--- src/rtl/b64se_pkg.sv ---
package b64se_pkg;

	// Output character codes outside the alphabet, and the reset value of the wrap limit.
	localparam logic [7:0] LINE_FEED  = 8'h0A;
	localparam logic [7:0] PAD_CHAR   = 8'h3D;
	localparam logic [7:0] WRAP_RESET = 8'd72;

	// A job holds every character caused by one input item.
	localparam int MAX_CHARS = 5;
	localparam int CNT_W     = 3;

	typedef struct packed {
		logic [MAX_CHARS-1:0][7:0] chars;
		logic [CNT_W-1:0]          count;
		logic                      done;
	} job_t;

	// Standard base64 alphabet lookup.
	function automatic logic [7:0] enc_sextet(input logic [5:0] v);
		logic [7:0] r;
		if (v < 6'd26) begin
			r = 8'h41 + {2'b00, v};
		end else if (v < 6'd52) begin
			r = 8'h61 + {2'b00, v - 6'd26};
		end else if (v < 6'd62) begin
			r = 8'h30 + {2'b00, v - 6'd52};
		end else if (v == 6'd62) begin
			r = 8'h2B;
		end else begin
			r = 8'h2F;
		end
		return r;
	endfunction

endpackage

--- src/rtl/b64se_front.sv ---
module b64se_front
	import b64se_pkg::*;
(
	input  logic       clk,
	input  logic       arst_n,
	input  logic       cfg_wr_en,
	input  logic [7:0] cfg_wr_data,
	input  logic       in_valid,
	output logic       in_stall,
	input  logic       kind,
	input  logic [7:0] data_byte,
	input  logic       queue_full,
	output logic       push,
	output job_t       push_job
);

	logic [7:0] wrap_limit_q;
	logic [7:0] pend0_q;
	logic [7:0] pend1_q;
	logic [1:0] pend_cnt_q;
	logic [7:0] line_cnt_q;

	logic       accept;
	logic       produce;
	logic [8:0] cnt_sum;
	logic       wrap;
	job_t       job;

	assign in_stall = queue_full;
	assign accept   = in_valid && !queue_full;
	assign cnt_sum  = {1'b0, line_cnt_q} + 9'd4;
	assign wrap     = cnt_sum >= {1'b0, wrap_limit_q};

	// Classify the beat and build the characters it causes.
	always_comb begin
		job     = '0;
		produce = 1'b0;
		if (!kind) begin
			job.chars[0] = enc_sextet(pend0_q[7:2]);
			job.chars[1] = enc_sextet({pend0_q[1:0], pend1_q[7:4]});
			job.chars[2] = enc_sextet({pend1_q[3:0], data_byte[7:6]});
			job.chars[3] = enc_sextet(data_byte[5:0]);
			job.chars[4] = LINE_FEED;
			job.count    = wrap ? CNT_W'(5) : CNT_W'(4);
			produce      = pend_cnt_q == 2'd2;
		end else begin
			job.done = 1'b1;
			case (pend_cnt_q)
				2'd0: begin
					job.chars[0] = LINE_FEED;
					job.count    = CNT_W'(1);
					produce      = line_cnt_q != 8'd0;
				end
				2'd1: begin
					job.chars[0] = enc_sextet(pend0_q[7:2]);
					job.chars[1] = enc_sextet({pend0_q[1:0], 4'b0000});
					job.chars[2] = PAD_CHAR;
					job.chars[3] = PAD_CHAR;
					job.chars[4] = LINE_FEED;
					job.count    = CNT_W'(5);
					produce      = 1'b1;
				end
				default: begin
					job.chars[0] = enc_sextet(pend0_q[7:2]);
					job.chars[1] = enc_sextet({pend0_q[1:0], pend1_q[7:4]});
					job.chars[2] = enc_sextet({pend1_q[3:0], 2'b00});
					job.chars[3] = PAD_CHAR;
					job.chars[4] = LINE_FEED;
					job.count    = CNT_W'(5);
					produce      = 1'b1;
				end
			endcase
		end
	end

	assign push     = accept && produce;
	assign push_job = job;

	// Pending bytes, line count and the wrap register.
	always_ff @(posedge clk or negedge arst_n) begin
		if (!arst_n) begin
			wrap_limit_q <= WRAP_RESET;
			pend0_q      <= '0;
			pend1_q      <= '0;
			pend_cnt_q   <= '0;
			line_cnt_q   <= '0;
		end else begin
			if (cfg_wr_en) begin
				wrap_limit_q <= cfg_wr_data;
			end
			if (accept) begin
				if (kind) begin
					pend0_q    <= '0;
					pend1_q    <= '0;
					pend_cnt_q <= '0;
					line_cnt_q <= '0;
				end else if (pend_cnt_q == 2'd2) begin
					pend_cnt_q <= '0;
					line_cnt_q <= wrap ? 8'd0 : cnt_sum[7:0];
				end else begin
					if (pend_cnt_q[0]) begin
						pend1_q <= data_byte;
					end else begin
						pend0_q <= data_byte;
					end
					pend_cnt_q <= pend_cnt_q + 2'd1;
				end
			end
		end
	end

endmodule

--- src/rtl/b64se_queue.sv ---
module b64se_queue
	import b64se_pkg::*;
#(
	parameter int DEPTH = 2
) (
	input  logic clk,
	input  logic arst_n,
	input  logic push,
	input  job_t push_job,
	output logic full,
	input  logic pop,
	output logic head_valid,
	output job_t head_job
);

	localparam int PTR_W = $clog2(DEPTH);
	localparam int QCNT_W = $clog2(DEPTH + 1);

	job_t              mem_q [DEPTH];
	logic [PTR_W-1:0]  wr_ptr_q;
	logic [PTR_W-1:0]  rd_ptr_q;
	logic [QCNT_W-1:0] count_q;

	assign full       = count_q == QCNT_W'(DEPTH);
	assign head_valid = count_q != '0;
	assign head_job   = mem_q[rd_ptr_q];

	// Job storage.
	always_ff @(posedge clk) begin
		if (push) begin
			mem_q[wr_ptr_q] <= push_job;
		end
	end

	// Pointers and fill level.
	always_ff @(posedge clk or negedge arst_n) begin
		if (!arst_n) begin
			wr_ptr_q <= '0;
			rd_ptr_q <= '0;
			count_q  <= '0;
		end else begin
			if (push) begin
				wr_ptr_q <= (wr_ptr_q == PTR_W'(DEPTH - 1)) ? '0 : wr_ptr_q + 1'b1;
			end
			if (pop) begin
				rd_ptr_q <= (rd_ptr_q == PTR_W'(DEPTH - 1)) ? '0 : rd_ptr_q + 1'b1;
			end
			if (push && !pop) begin
				count_q <= count_q + 1'b1;
			end else if (pop && !push) begin
				count_q <= count_q - 1'b1;
			end
		end
	end

endmodule

--- src/rtl/b64se_back.sv ---
module b64se_back
	import b64se_pkg::*;
(
	input  logic       clk,
	input  logic       arst_n,
	input  logic       head_valid,
	input  job_t       head_job,
	output logic       pop,
	output logic       out_valid,
	input  logic       out_stall,
	output logic [7:0] out_char,
	output logic       last_of_run,
	output logic       message_done
);

	logic [CNT_W-1:0] idx_q;
	logic             out_valid_q;
	logic [7:0]       out_char_q;
	logic             last_q;
	logic             done_q;

	logic             load;
	logic             emit;
	logic             is_last;

	assign load    = !out_valid_q || !out_stall;
	assign emit    = load && head_valid;
	assign is_last = idx_q == head_job.count - CNT_W'(1);
	assign pop     = emit && is_last;

	// Character index within the head job.
	always_ff @(posedge clk or negedge arst_n) begin
		if (!arst_n) begin
			idx_q       <= '0;
			out_valid_q <= 1'b0;
		end else begin
			if (emit) begin
				idx_q <= is_last ? '0 : idx_q + CNT_W'(1);
			end
			if (load) begin
				out_valid_q <= head_valid;
			end
		end
	end

	// Output beat register.
	always_ff @(posedge clk) begin
		if (emit) begin
			out_char_q <= head_job.chars[idx_q];
			last_q     <= is_last;
			done_q     <= is_last && head_job.done;
		end
	end

	assign out_valid    = out_valid_q;
	assign out_char     = out_char_q;
	assign last_of_run  = last_q;
	assign message_done = done_q;

endmodule

--- src/rtl/base64_stream_encoder_top.sv ---
// Line-wrapped base64 encoder. Input beats carry one message byte each (kind 0)
// or close the message (kind 1); every third byte yields four alphabet characters,
// a line feed follows once the line count reaches wrap_limit, and the end beat
// flushes any leftover bytes as a padded quad and ends a non-empty line with a line
// feed. An input beat is taken every cycle while the job queue between the front and
// back sides has room; the back side emits one character per cycle while out_stall
// is low. The job a beat causes is written into the queue, and its characters then
// leave through the output register.
// Write wrap_limit only while the block is idle.
module base64_stream_encoder_top
	import b64se_pkg::*;
#(
	parameter int QUEUE_DEPTH = 2
) (
	input  logic       clk,
	input  logic       arst_n,
	input  logic       cfg_wr_en,
	input  logic [7:0] cfg_wr_data,
	input  logic       in_valid,
	output logic       in_stall,
	input  logic       kind,
	input  logic [7:0] data_byte,
	output logic       out_valid,
	input  logic       out_stall,
	output logic [7:0] out_char,
	output logic       last_of_run,
	output logic       message_done
);

	logic queue_full;
	logic push;
	job_t push_job;
	logic pop;
	logic head_valid;
	job_t head_job;

	b64se_front u_front (
		.clk         (clk),
		.arst_n      (arst_n),
		.cfg_wr_en   (cfg_wr_en),
		.cfg_wr_data (cfg_wr_data),
		.in_valid    (in_valid),
		.in_stall    (in_stall),
		.kind        (kind),
		.data_byte   (data_byte),
		.queue_full  (queue_full),
		.push        (push),
		.push_job    (push_job)
	);

	b64se_queue #(
		.DEPTH (QUEUE_DEPTH)
	) u_queue (
		.clk        (clk),
		.arst_n     (arst_n),
		.push       (push),
		.push_job   (push_job),
		.full       (queue_full),
		.pop        (pop),
		.head_valid (head_valid),
		.head_job   (head_job)
	);

	b64se_back u_back (
		.clk          (clk),
		.arst_n       (arst_n),
		.head_valid   (head_valid),
		.head_job     (head_job),
		.pop          (pop),
		.out_valid    (out_valid),
		.out_stall    (out_stall),
		.out_char     (out_char),
		.last_of_run  (last_of_run),
		.message_done (message_done)
	);

	// The end-of-message mark only sits on the closing beat of a run.
	assert property (@(posedge clk) disable iff (!arst_n)
		out_valid && message_done |-> last_of_run)
		else $error("message_done without last_of_run");

	// The queue is never written while full.
	assert property (@(posedge clk) disable iff (!arst_n)
		push |-> !queue_full)
		else $error("job queue overflow");

	// The back side only retires a job that is present.
	assert property (@(posedge clk) disable iff (!arst_n)
		pop |-> head_valid)
		else $error("job queue underflow");

	// Every queued job holds between one and five characters.
	assert property (@(posedge clk) disable iff (!arst_n)
		head_valid |-> (head_job.count != '0) && (head_job.count <= CNT_W'(MAX_CHARS)))
		else $error("job with bad character count");

endmodule

--- config.mk ---
export PLATFORM = sky130hd
export DESIGN_NAME = base64_stream_encoder_top
export DESIGN_NICKNAME = d
export VERILOG_FILES = /design/src/rtl/b64se_pkg.sv /design/src/rtl/b64se_front.sv /design/src/rtl/b64se_queue.sv /design/src/rtl/b64se_back.sv /design/src/rtl/base64_stream_encoder_top.sv
export SDC_FILE = /design/constraint.sdc
export NUM_CORES = 1
export LEC_CHECK = 0
export BUFFER_PORTS_ARGS = -buffer_cell sky130_fd_sc_hd__buf_2
export CORE_UTILIZATION = 50
export DETAILED_ROUTE_END_ITERATION = 10
export GPL_ROUTABILITY_DRIVEN = 0
export PLACE_DENSITY = 0.78
export SLEW_MARGIN = 20
export SYNTH_ARGS = -nofsm -noshare
export SYNTH_HDL_FRONTEND = slang
export SYNTH_HIERARCHICAL = 1
export SYNTH_SLANG_ARGS = --single-unit
--- constraint.sdc ---
create_clock -name clk -period 4.55 [get_ports clk]
set_clock_uncertainty 0.1 [all_clocks]
set_input_delay 0.2275 -clock clk [delete_from_list [all_inputs] [get_ports clk]]
set_output_delay 0.2275 -clock clk [all_outputs]
set_load 0.03 [all_outputs]
* Yosys cells after proc, flatten, opt, wreduce, memory -nomap -nowiden
Memory sizes are Yosys's and may differ from the RTL's. Cells that the tools add are included.
Cells by class: $lt $le $gt $ge 20, $add $sub $neg 38, bitwise operators 0, reduce and logical (&&, ||, !) cells 22, multipliers 0, divide/modulo/power cells 0, equality and inequality tests 10, mux-type cells 49, shift-type cells 0
Operator list (number):
- $mux W8 | 28
- $add A7 B6 Y8 const A | 12
- $lt A6 B6 Y1 const B | 12
- $pmux W28 S2 | 1
- $mux W43 | 1
- $add A6 B6 Y7 const A | 6
- $lt A6 B5 Y1 const B | 6
- $sub A6 B5 Y6 const B | 6
- $sub A6 B6 Y6 const B | 6
- $bmux W8 S3 | 1
- $eq A6 B6 Y1 const B | 4
- $mux W3 | 5
- $mux W11 | 1
- $add A8 B3 Y9 const B | 1
- $ge A9 B8 Y1 | 1
- $mux W1 | 8
- $mux W2 | 4
- $reduce_bool A2 Y1 | 4
- $reduce_bool A8 Y1 | 1
- $logic_and A1 B1 Y1 | 7
- $reduce_and A3 Y1 | 2
- $logic_not A1 Y1 | 5
- $add A2 B1 Y2 const B | 2
- $eq A2 B2 Y1 const B | 2
- 11 further kinds | 13
Word-level totals: bits of input ports 22, flip-flop bits (word level) 52, word-level logic and storage cells 153, memories kept 1, output and inout bits 12, bits in writable memories 88, latch bits 0, ROM bits 0
Memory list:
- u_queue.mem_q | depth 2, bits a word 44, read ports 1, clocked after memory_dff 0, write ports 1, line b64se_queue.sv:19 | job_t mem_q [DEPTH];

* Logic depth before layout (Yosys ltp)
Gate-level depths: netlist of run 1.
depth after elaboration 8, gate-level depth with buffers 12

* By module
Netlist of run 1, hierarchy kept.
By module, submodules not included:
- b64se_front | cells an instance 505, instances 1, area each 3975.1 sq um, sequential area each 803.3 sq um
- b64se_queue | cells an instance 153, instances 1, area each 3564.7 sq um, sequential area each 2742.6 sq um
- b64se_back | cells an instance 71, instances 1, area each 897.1 sq um, sequential area each 400.4 sq um

* Worst setup path before layout of run 1
Ideal clock, no wire load.
path kind reg-to-reg, start point register u_queue.count_q[1], end point memory u_queue/mem_q[0][0] (netlist bit), enable pin, stages on the path, launching flop included 7, data arrival time 3283 ps, setup slack 716 ps, required time 3999 ps, buffers on the path 1, cell sequence dfrtp_1 > nor2b_1 > nor2b_1 > o21ai_1 > buf_2 > a31oi_1 > nor2b_1
Between the ends: word-level cells in the longest chain between the ends 6
RTL lines:
- start: declaration | line b64se_queue.sv:22 | logic [QCNT_W-1:0] count_q;
- start signal: assignment | line b64se_queue.sv:49 | count_q <= count_q + 1'b1;
- start signal: assignment | line b64se_queue.sv:51 | count_q <= count_q - 1'b1;
- $eq A2 B2 Y1 | line b64se_queue.sv:24 | assign full = count_q == QCNT_W'(DEPTH);
- named net queue_full | line base64_stream_encoder_top.sv:30 | logic queue_full;
- $logic_not A1 Y1 | line b64se_front.sv:30 | assign accept = in_valid && !queue_full;
- $logic_and A1 B1 Y1 | line b64se_front.sv:30
- $logic_and A1 B1 Y1 | line b64se_front.sv:76 | assign push = accept && produce;
- named net push | line base64_stream_encoder_top.sv:31 | logic push;
- $mux W1 | line b64se_queue.sv:30 | if (push) begin
- $mux W1 (not written as such) | line b64se_queue.sv:31 | mem_q[wr_ptr_q] <= push_job;
- end: declaration | line b64se_queue.sv:19
The timed path passes the listed nets, and every way through them passes these cells.

* Worst setup path in the final report of run 1
start point register u_queue.count_q[1], end point memory u_queue/mem_q[1][29] (netlist bit), enable pin
Between the ends: word-level cells in the longest chain between the ends 6
RTL lines (line):
- $eq A2 B2 Y1 | b64se_queue.sv:24
- $logic_not A1 Y1 | b64se_front.sv:30
- $logic_and A1 B1 Y1 | b64se_front.sv:30
- $logic_and A1 B1 Y1 | b64se_front.sv:76
- named net push | base64_stream_encoder_top.sv:31
- $mux W1 | b64se_queue.sv:30
- $mux W1 (not written as such) | b64se_queue.sv:31
The timed path passes the listed nets, and every way through them passes these cells.

==> impl_metrics.toml, run 1 <==
[power]
vdd.ir_drop.worst_v = 0.000329
fin_total_pwr_mw = 6.17
p_leak_nw = 3.80
pwr_density_cell_mw_per_mm2 = 663

[die]
die_h_um = 132
top_level_ports = 34
initial_core_util_pct = 51.1
core_mm2 = 0.0165
rows = 47
dieWidth_um = 132
die_area_mm2 = 0.0174

[synthesis]
yosysWarnings = 6
dominantRegCellSynth = "sky130_fd_sc_hd__edfxtp_1"
synth_seq_cells = 138
portion_of_the_post_synthesis_area_used_by_sequential_elements_pct = 46.8
synth_area_mm2 = 0.00844
syn_area_per_cell_um2 = 11.6
synth_cell_type_count = 73
async_reset_ff_share_pct = 29.0
number_of_flops_mapped_to_enable_cells_by_yosys = 98
syn-instance-count = 729

[timing]
rsz0062_at_grt = "no"
period_share_pct = 70.4
final-setup-viol-count = 0
fin_setup_tns_ns = 0
tightest_slew_ns = 1.05
final_hold_viol_count = 0
clock.fmax_mhz = 312
worst_slew_margin_rel_pct = 29.7
timing.final.crit_period_ns = 3.20
timing_max_transition_violations_final = 0

[critical_path]
r2r.worst_path.cells = 5
critical_path_depth = 5
worstPathCellList = "nor2b_1, nor2b_1, o21ai_1, a31oi_1, and2_2"
cp_launch_type = "flop"
cp_num_buf_inv = 0
cpLargestDelayFamily = "simple AND/OR/NAND/NOR gates"
timing.critical_path.arrival_ns = 3.13
cpMostUsedCell = "sky130_fd_sc_hd__nor2b_1"
required_worst_endpoint_ns = 4.48
reg2reg_from = "u_queue/count_q[1]"
worstSetupEndpoint = "u_queue/mem_q[1][29]"
worstSetupPathType = "reg -> reg"
critical-path-slowest-cell = "sky130_fd_sc_hd__and2_2"
critical_path.startpoint = "u_queue/count_q[1]"
crit_fanout = 44
r2r_slack_ns = 1.35
slowest_delay_ns = 0.94
worst_setup_path_end_kind = "flop"
reg2reg_to = "u_queue/mem_q[1][29]"

[clock_tree]
cts_tree = "yes"
cts_resized = 0
htree_num_levels = 4
clkTransAtPathRegs_ns = 0.06
cts-hold-fix-buffers = 10
cts_buffer_depth = 2
cts_post_setup_buffers_inserted = 0
clk-insertion-delay-late_ns = 0.41
clock_sink_total = 138
number_of_buffers_created_by_cts = 17
root_buffer_master = "sky130_fd_sc_hd__clkbuf_16"

[final_layout]
drive_above_1_share_pct = 19.4
most-common-layout-cells = "sky130_fd_sc_hd__edfxtp_1 (98), sky130_fd_sc_hd__nand2_1 (71), sky130_fd_sc_hd__ha_1 (51), sky130_fd_sc_hd__inv_1 (44), sky130_fd_sc_hd__o21ai_0 (43)"
antenna_cells = 0
finalNetCount = 828
syn2layout_area_growth_pct = 10.3
area.sequential_mm2 = 0.00395
final_common_cell = "sky130_fd_sc_hd__edfxtp_1"
utilization_pct = 56.3
area_of_the_multi_input_gates_mm2 = 0.00403
fill_cells = 1332

[global_route]
grt_remaining_overflow = 0
initial_antenna_violation_count = 0
largest_net_degree_at_the_start_of_global_routing = 45
grt_pass1_vias = 5340
gr-usage-all-layers_pct = 20.4
grt_pass1_wl_mm = 27.7

[routing]
drtPass1Iterations = 5
via_density = 5.64
detail-route-antenna-nets = 0
detail_route.drc_violations = 0
wl_mm = 17.0
routed_wire_length_per_instance_um = 17.2
via_count = 5574
drt_iter0_drc = 532

[place]
dp_hpwl_mm = 11.8
portBuffers = 33

[outcome]
result_of_the_run = "finished clean"

[min_path]
min_delay_path_depth = 3
holdCritPathClass = "in -> reg"

[run]
max_cap_violations = 0
-- layer usage --
metal	up-vias	routed length, um	GRT usage (%)
met5	-	0	0
met4	0	289	6.78
met3	26	874	2.88
met2	165	8170	32.9
met1	2723	7660	28.4
li1	2660	-	-
-- worst min-delay path by stage --
stage	start	slack, ns	endpoint
2_1_floorplan	arst_n	-0.17	u_back/idx_q[0]
3_3_place_gp	arst_n	0.30	u_back/idx_q[0]
3_5_place_dp	arst_n	0.31	u_back/idx_q[0]
4_1_cts	cfg_wr_en	0.04	u_front/wrap_limit_q[6]
5_1_grt	cfg_wr_en	0.08	u_front/wrap_limit_q[6]
6_report	cfg_wr_en	0.05	u_front/wrap_limit_q[6]
-- worst register-to-register path, delay by kind of cell (launching register included) --
family / cells / cell delay [ns]
AND/OR/NAND/NOR: 3 / 1.44
AO/OA/AOI/OAI: 2 / 0.86
flip-flops: 1 / 0.40
-- report_power, final --
group | total (mW) | internal [mW] | leakage (nW) | switching, mW
sequential | 2.20 | 1.82 | 1.41 | 0.382
combinational | 2.57 | 1.11 | 2.11 | 1.46
clock | 1.39 | 0.838 | 0.289 | 0.553
total | 6.17 | 3.77 | 3.80 | 2.40
-- cell families after synthesis --
| family | count (synthesis) | share of synthesized area [%] |
|---|---|---|
| AND/OR/NAND/NOR | 170 | 10.5 |
| buffers and inverters | 89 | 5.78 |
| other | 1 | 0.0444 |
| flip-flops | 138 | 46.8 |
| XOR/XNOR | 54 | 6.20 |
| multiplexers | 66 | 11.4 |
| AO/OA/AOI/OAI | 160 | 11.7 |
| adder cells (fa/ha/maj) | 51 | 7.56 |
-- stage by stage --
stage	setup slack, ns	hold slack (ns)	instances	cell area [um^2]
after global placement	1.48	0.305	946	8610
after CTS	1.40	0.0389	988	9310
after global routing	1.13	0.0761	988	9310
final	1.35	0.0534	988	9310
after detailed placement	1.39	0.312	946	8610
after floorplan	0.716	-0.168	735	8460
-- synth_stat cells (12+ instances only) --
cell | instances | area share, %
sky130_fd_sc_hd__ha_1 | 51 | 7.6
sky130_fd_sc_hd__xor2_1 | 28 | 2.9
sky130_fd_sc_hd__xnor2_1 | 22 | 2.3
sky130_fd_sc_hd__inv_1 | 44 | 2.0
sky130_fd_sc_hd__nor2_1 | 27 | 1.2
sky130_fd_sc_hd__a21oi_1 | 29 | 1.7
sky130_fd_sc_hd__buf_4 | 12 | 1.1
sky130_fd_sc_hd__nand2_1 | 71 | 3.2
sky130_fd_sc_hd__mux2_4 | 39 | 6.9
sky130_fd_sc_hd__edfxtp_1 | 98 | 35
sky130_fd_sc_hd__o21ai_0 | 43 | 2.6
sky130_fd_sc_hd__dfrtp_1 | 38 | 11
sky130_fd_sc_hd__buf_2 | 17 | 1.0
sky130_fd_sc_hd__mux2i_1 | 12 | 1.4
sky130_fd_sc_hd__o21ai_1 | 27 | 1.6
-- state kept, by name, summed over array words and instances (netlist names), 2 cells and up --
register / cells
u_queue/mem_q: 88
u_front/line_cnt_q: 6
u_back/out_char: 8
u_front/pend0_q: 8
u_front/pend_cnt_q: 2
u_front/wrap_limit_q: 8
u_front/pend1_q: 8
u_queue/count_q: 2
u_back/idx_q: 3
-- final cells by class --
| cell class | count | area share [%] |
|---|---|---|
| sequential | 138 | 42.4 |
| timing repair buffer | 45 | 3.01 |
| clock inverter | 13 | 1.71 |
| inverter | 45 | 1.81 |
| clock buffer | 19 | 4.76 |
| multi-input combinational | 508 | 43.3 |
| tap | 220 | 2.96 |
Power figures use the tool's default switching activity.
==> run 2: changes to the inputs <==
==> constraint.sdc (replaced) <==
create_clock -name clk -period 3.17 [get_ports clk]
set_clock_uncertainty 0.1 [all_clocks]
set_input_delay 0.1585 -clock clk [delete_from_list [all_inputs] [get_ports clk]]
set_output_delay 0.1585 -clock clk [all_outputs]
set_load 0.03 [all_outputs]
==> run 2 against run 1 <==
Largest cell class unchanged. Routed wire length grew 1.5%. Non-clock buffer count grew 21. First-iteration DRC count grew 2.3%. Worst hold slack lost 0.0019 ns.
==> impl_metrics.toml, run 2 (synthesis results as in run 1) <==
[final_layout]
max_flop_register = "u_queue/mem_q"
antenna_cells = 0
fin_area_mm2 = 0.00947
drive_above_1_share_pct = 19.9
final_common_cell = "sky130_fd_sc_hd__edfxtp_1"
finalNetCount = 849
largest_register_ff_count = 88
syn2layout_area_growth_pct = 12.2
most-common-layout-cells = "sky130_fd_sc_hd__edfxtp_1 (98), sky130_fd_sc_hd__nand2_1 (71), sky130_fd_sc_hd__ha_1 (51), sky130_fd_sc_hd__inv_1 (44), sky130_fd_sc_hd__o21ai_0 (43)"

[clock_tree]
cts_tree = "yes"
cts_post_setup_buffers_inserted = 0
number_of_buffers_created_by_cts = 17
clock_sink_total = 138
clk-insertion-delay-late_ns = 0.42
root_buffer_master = "sky130_fd_sc_hd__clkbuf_16"
htree_num_levels = 4
clkTransAtPathRegs_ns = 0.06
cts_buffer_depth = 2

[timing]
rsz0062_at_grt = "no"
clock.fmax_mhz = 370
final_hold_viol_count = 0
tightest_slew_ns = 0.992
setup_ws_ns = 0.470
timing_max_transition_violations_final = 0
timing.final.crit_period_ns = 2.70
final-setup-viol-count = 0
worst_slew_margin_rel_pct = 33.4
period_share_pct = 85.2
fin_setup_tns_ns = 0

[die]
dieWidth_um = 132
rows = 47
die_area_mm2 = 0.0174
die_h_um = 132
core_mm2 = 0.0165
top_level_ports = 34
initial_core_util_pct = 51.1

[routing]
detail-route-antenna-nets = 0
wl_mm = 17.3
detail_route.drc_violations = 0
drt_iter0_drc = 544
routed_wire_length_per_instance_um = 17.1
via_density = 5.61
via_count = 5661
drtPass1Iterations = 5

[critical_path]
reg2reg_from = "u_queue/rd_ptr_q"
cp_num_buf_inv = 2
worstSetupEndpoint = "u_queue/count_q[1]"
reg2reg_to = "u_queue/count_q[1]"
worstSetupPathType = "reg -> reg"
required_worst_endpoint_ns = 3.41
critical-path-slowest-cell = "sky130_fd_sc_hd__dfrtp_2"
cpLargestDelayFamily = "XOR/XNOR gates"
worstPathCellList = "mux2_4, inv_1, ha_1, xor3_2, nor4b_4, inv_1, ha_1, xor2_1, nor2_1, xor2_1"
slowest_delay_ns = 0.45
critical_path_depth = 10
cp_launch_type = "flop"
critical_path.startpoint = "u_queue/rd_ptr_q"
r2r.worst_path.cells = 10
worst_setup_path_end_kind = "flop"
crit_fanout = 5
timing.critical_path.arrival_ns = 2.94
r2r_slack_ns = 0.47

[power]
pwr_density_cell_mw_per_mm2 = 925
fin_total_pwr_mw = 8.76
power.combinational.fraction_pct = 44.1
p_seq_share_pct = 34.9
power_report.internal_total_mw = 5.36
pwr-share-clk_pct = 21.0
vdd.ir_drop.worst_v = 0.000579
p_leak_nw = 3.88
switchingPower_mw = 3.40
netSwitchingFraction_pct = 38.8

[min_path]
hold_path.startpoint = "data_byte[6]"
holdCritPathClass = "in -> reg"

[place]
area_after_dpl_mm2 = 0.00870
portBuffers = 33
dp_hpwl_mm = 11.8
post-place-ws_ns = 0.489

[global_route]
largest_net_degree_at_the_start_of_global_routing = 45
grt_pass1_vias = 5428
gr-usage-all-layers_pct = 20.9
grt_pass1_wl_mm = 28.2
grt_remaining_overflow = 0
initial_antenna_violation_count = 0

[outcome]
result_of_the_run = "finished clean"

[run]
max_cap_violations = 0
run 2: worst min-delay path by stage:
stage,end,slack [ns],cells after the start
3_5_place_dp,u_back/idx_q[2],0.24,1
3_3_place_gp,u_back/idx_q[0],0.24,1
5_1_grt,u_front/wrap_limit_q[2],0.07,3
4_1_cts,u_front/wrap_limit_q[2],0.02,3
6_report,u_front/pend0_q[6],0.05,3
2_1_floorplan,u_back/idx_q[0],-0.24,0
run 2: final cells by class:
class	count	area, um^2
Inverter	45	169
Fill cell	1295	7060
Sequential cell	138	3950
Clock buffer	18	429
Clock inverter	14	121
Multi-Input combinational cell	508	4030
Timing Repair Buffer	66	493
Tap cell	220	275
run 2: stage by stage:
stage / std cells / utilization [%] / hold slack, ns
CTS: 1009 / 57.3 / 0.0166
global route: 1009 / 57.3 / 0.0670
floorplan: 735 / - / -0.237
global placement: 955 / 52.6 / 0.240
detailed placement: 955 / 52.6 / 0.238
finish: 1009 / 57.3 / 0.0515
run 2: worst min-delay path, cell delays in order:
cell	delay (ns)
sky130_fd_sc_hd__buf_2	0.16
sky130_fd_sc_hd__nand2b_1	0.12
sky130_fd_sc_hd__o21ai_0	0.09
run 2: repair_timing:
action,CTS,global route
hold buffers,22,0
gates resized for setup,0,0
endpoints found under the hold margin,50,0
run 2: metal layers:
metal | routed length, um | GRT usage, % | up-vias
met5 | 0 | 0 | -
met4 | 271 | 6.98 | 0
met3 | 850 | 4.19 | 20
met2 | 8350 | 33.4 | 190
met1 | 7780 | 28.5 | 2747
li1 | - | - | 2704
run 2: power by group through the flow:
stage                     Sequential, mW  Combinational [mW]  Clock [mW]
final                               3.06                3.86        1.84
after global routing                3.12                4.22        1.96
after CTS                           3.05                3.83        1.88
after detailed placement            3.08                3.77           0
after global placement              3.06                3.68           0
after floorplan                     3.00                3.09           0
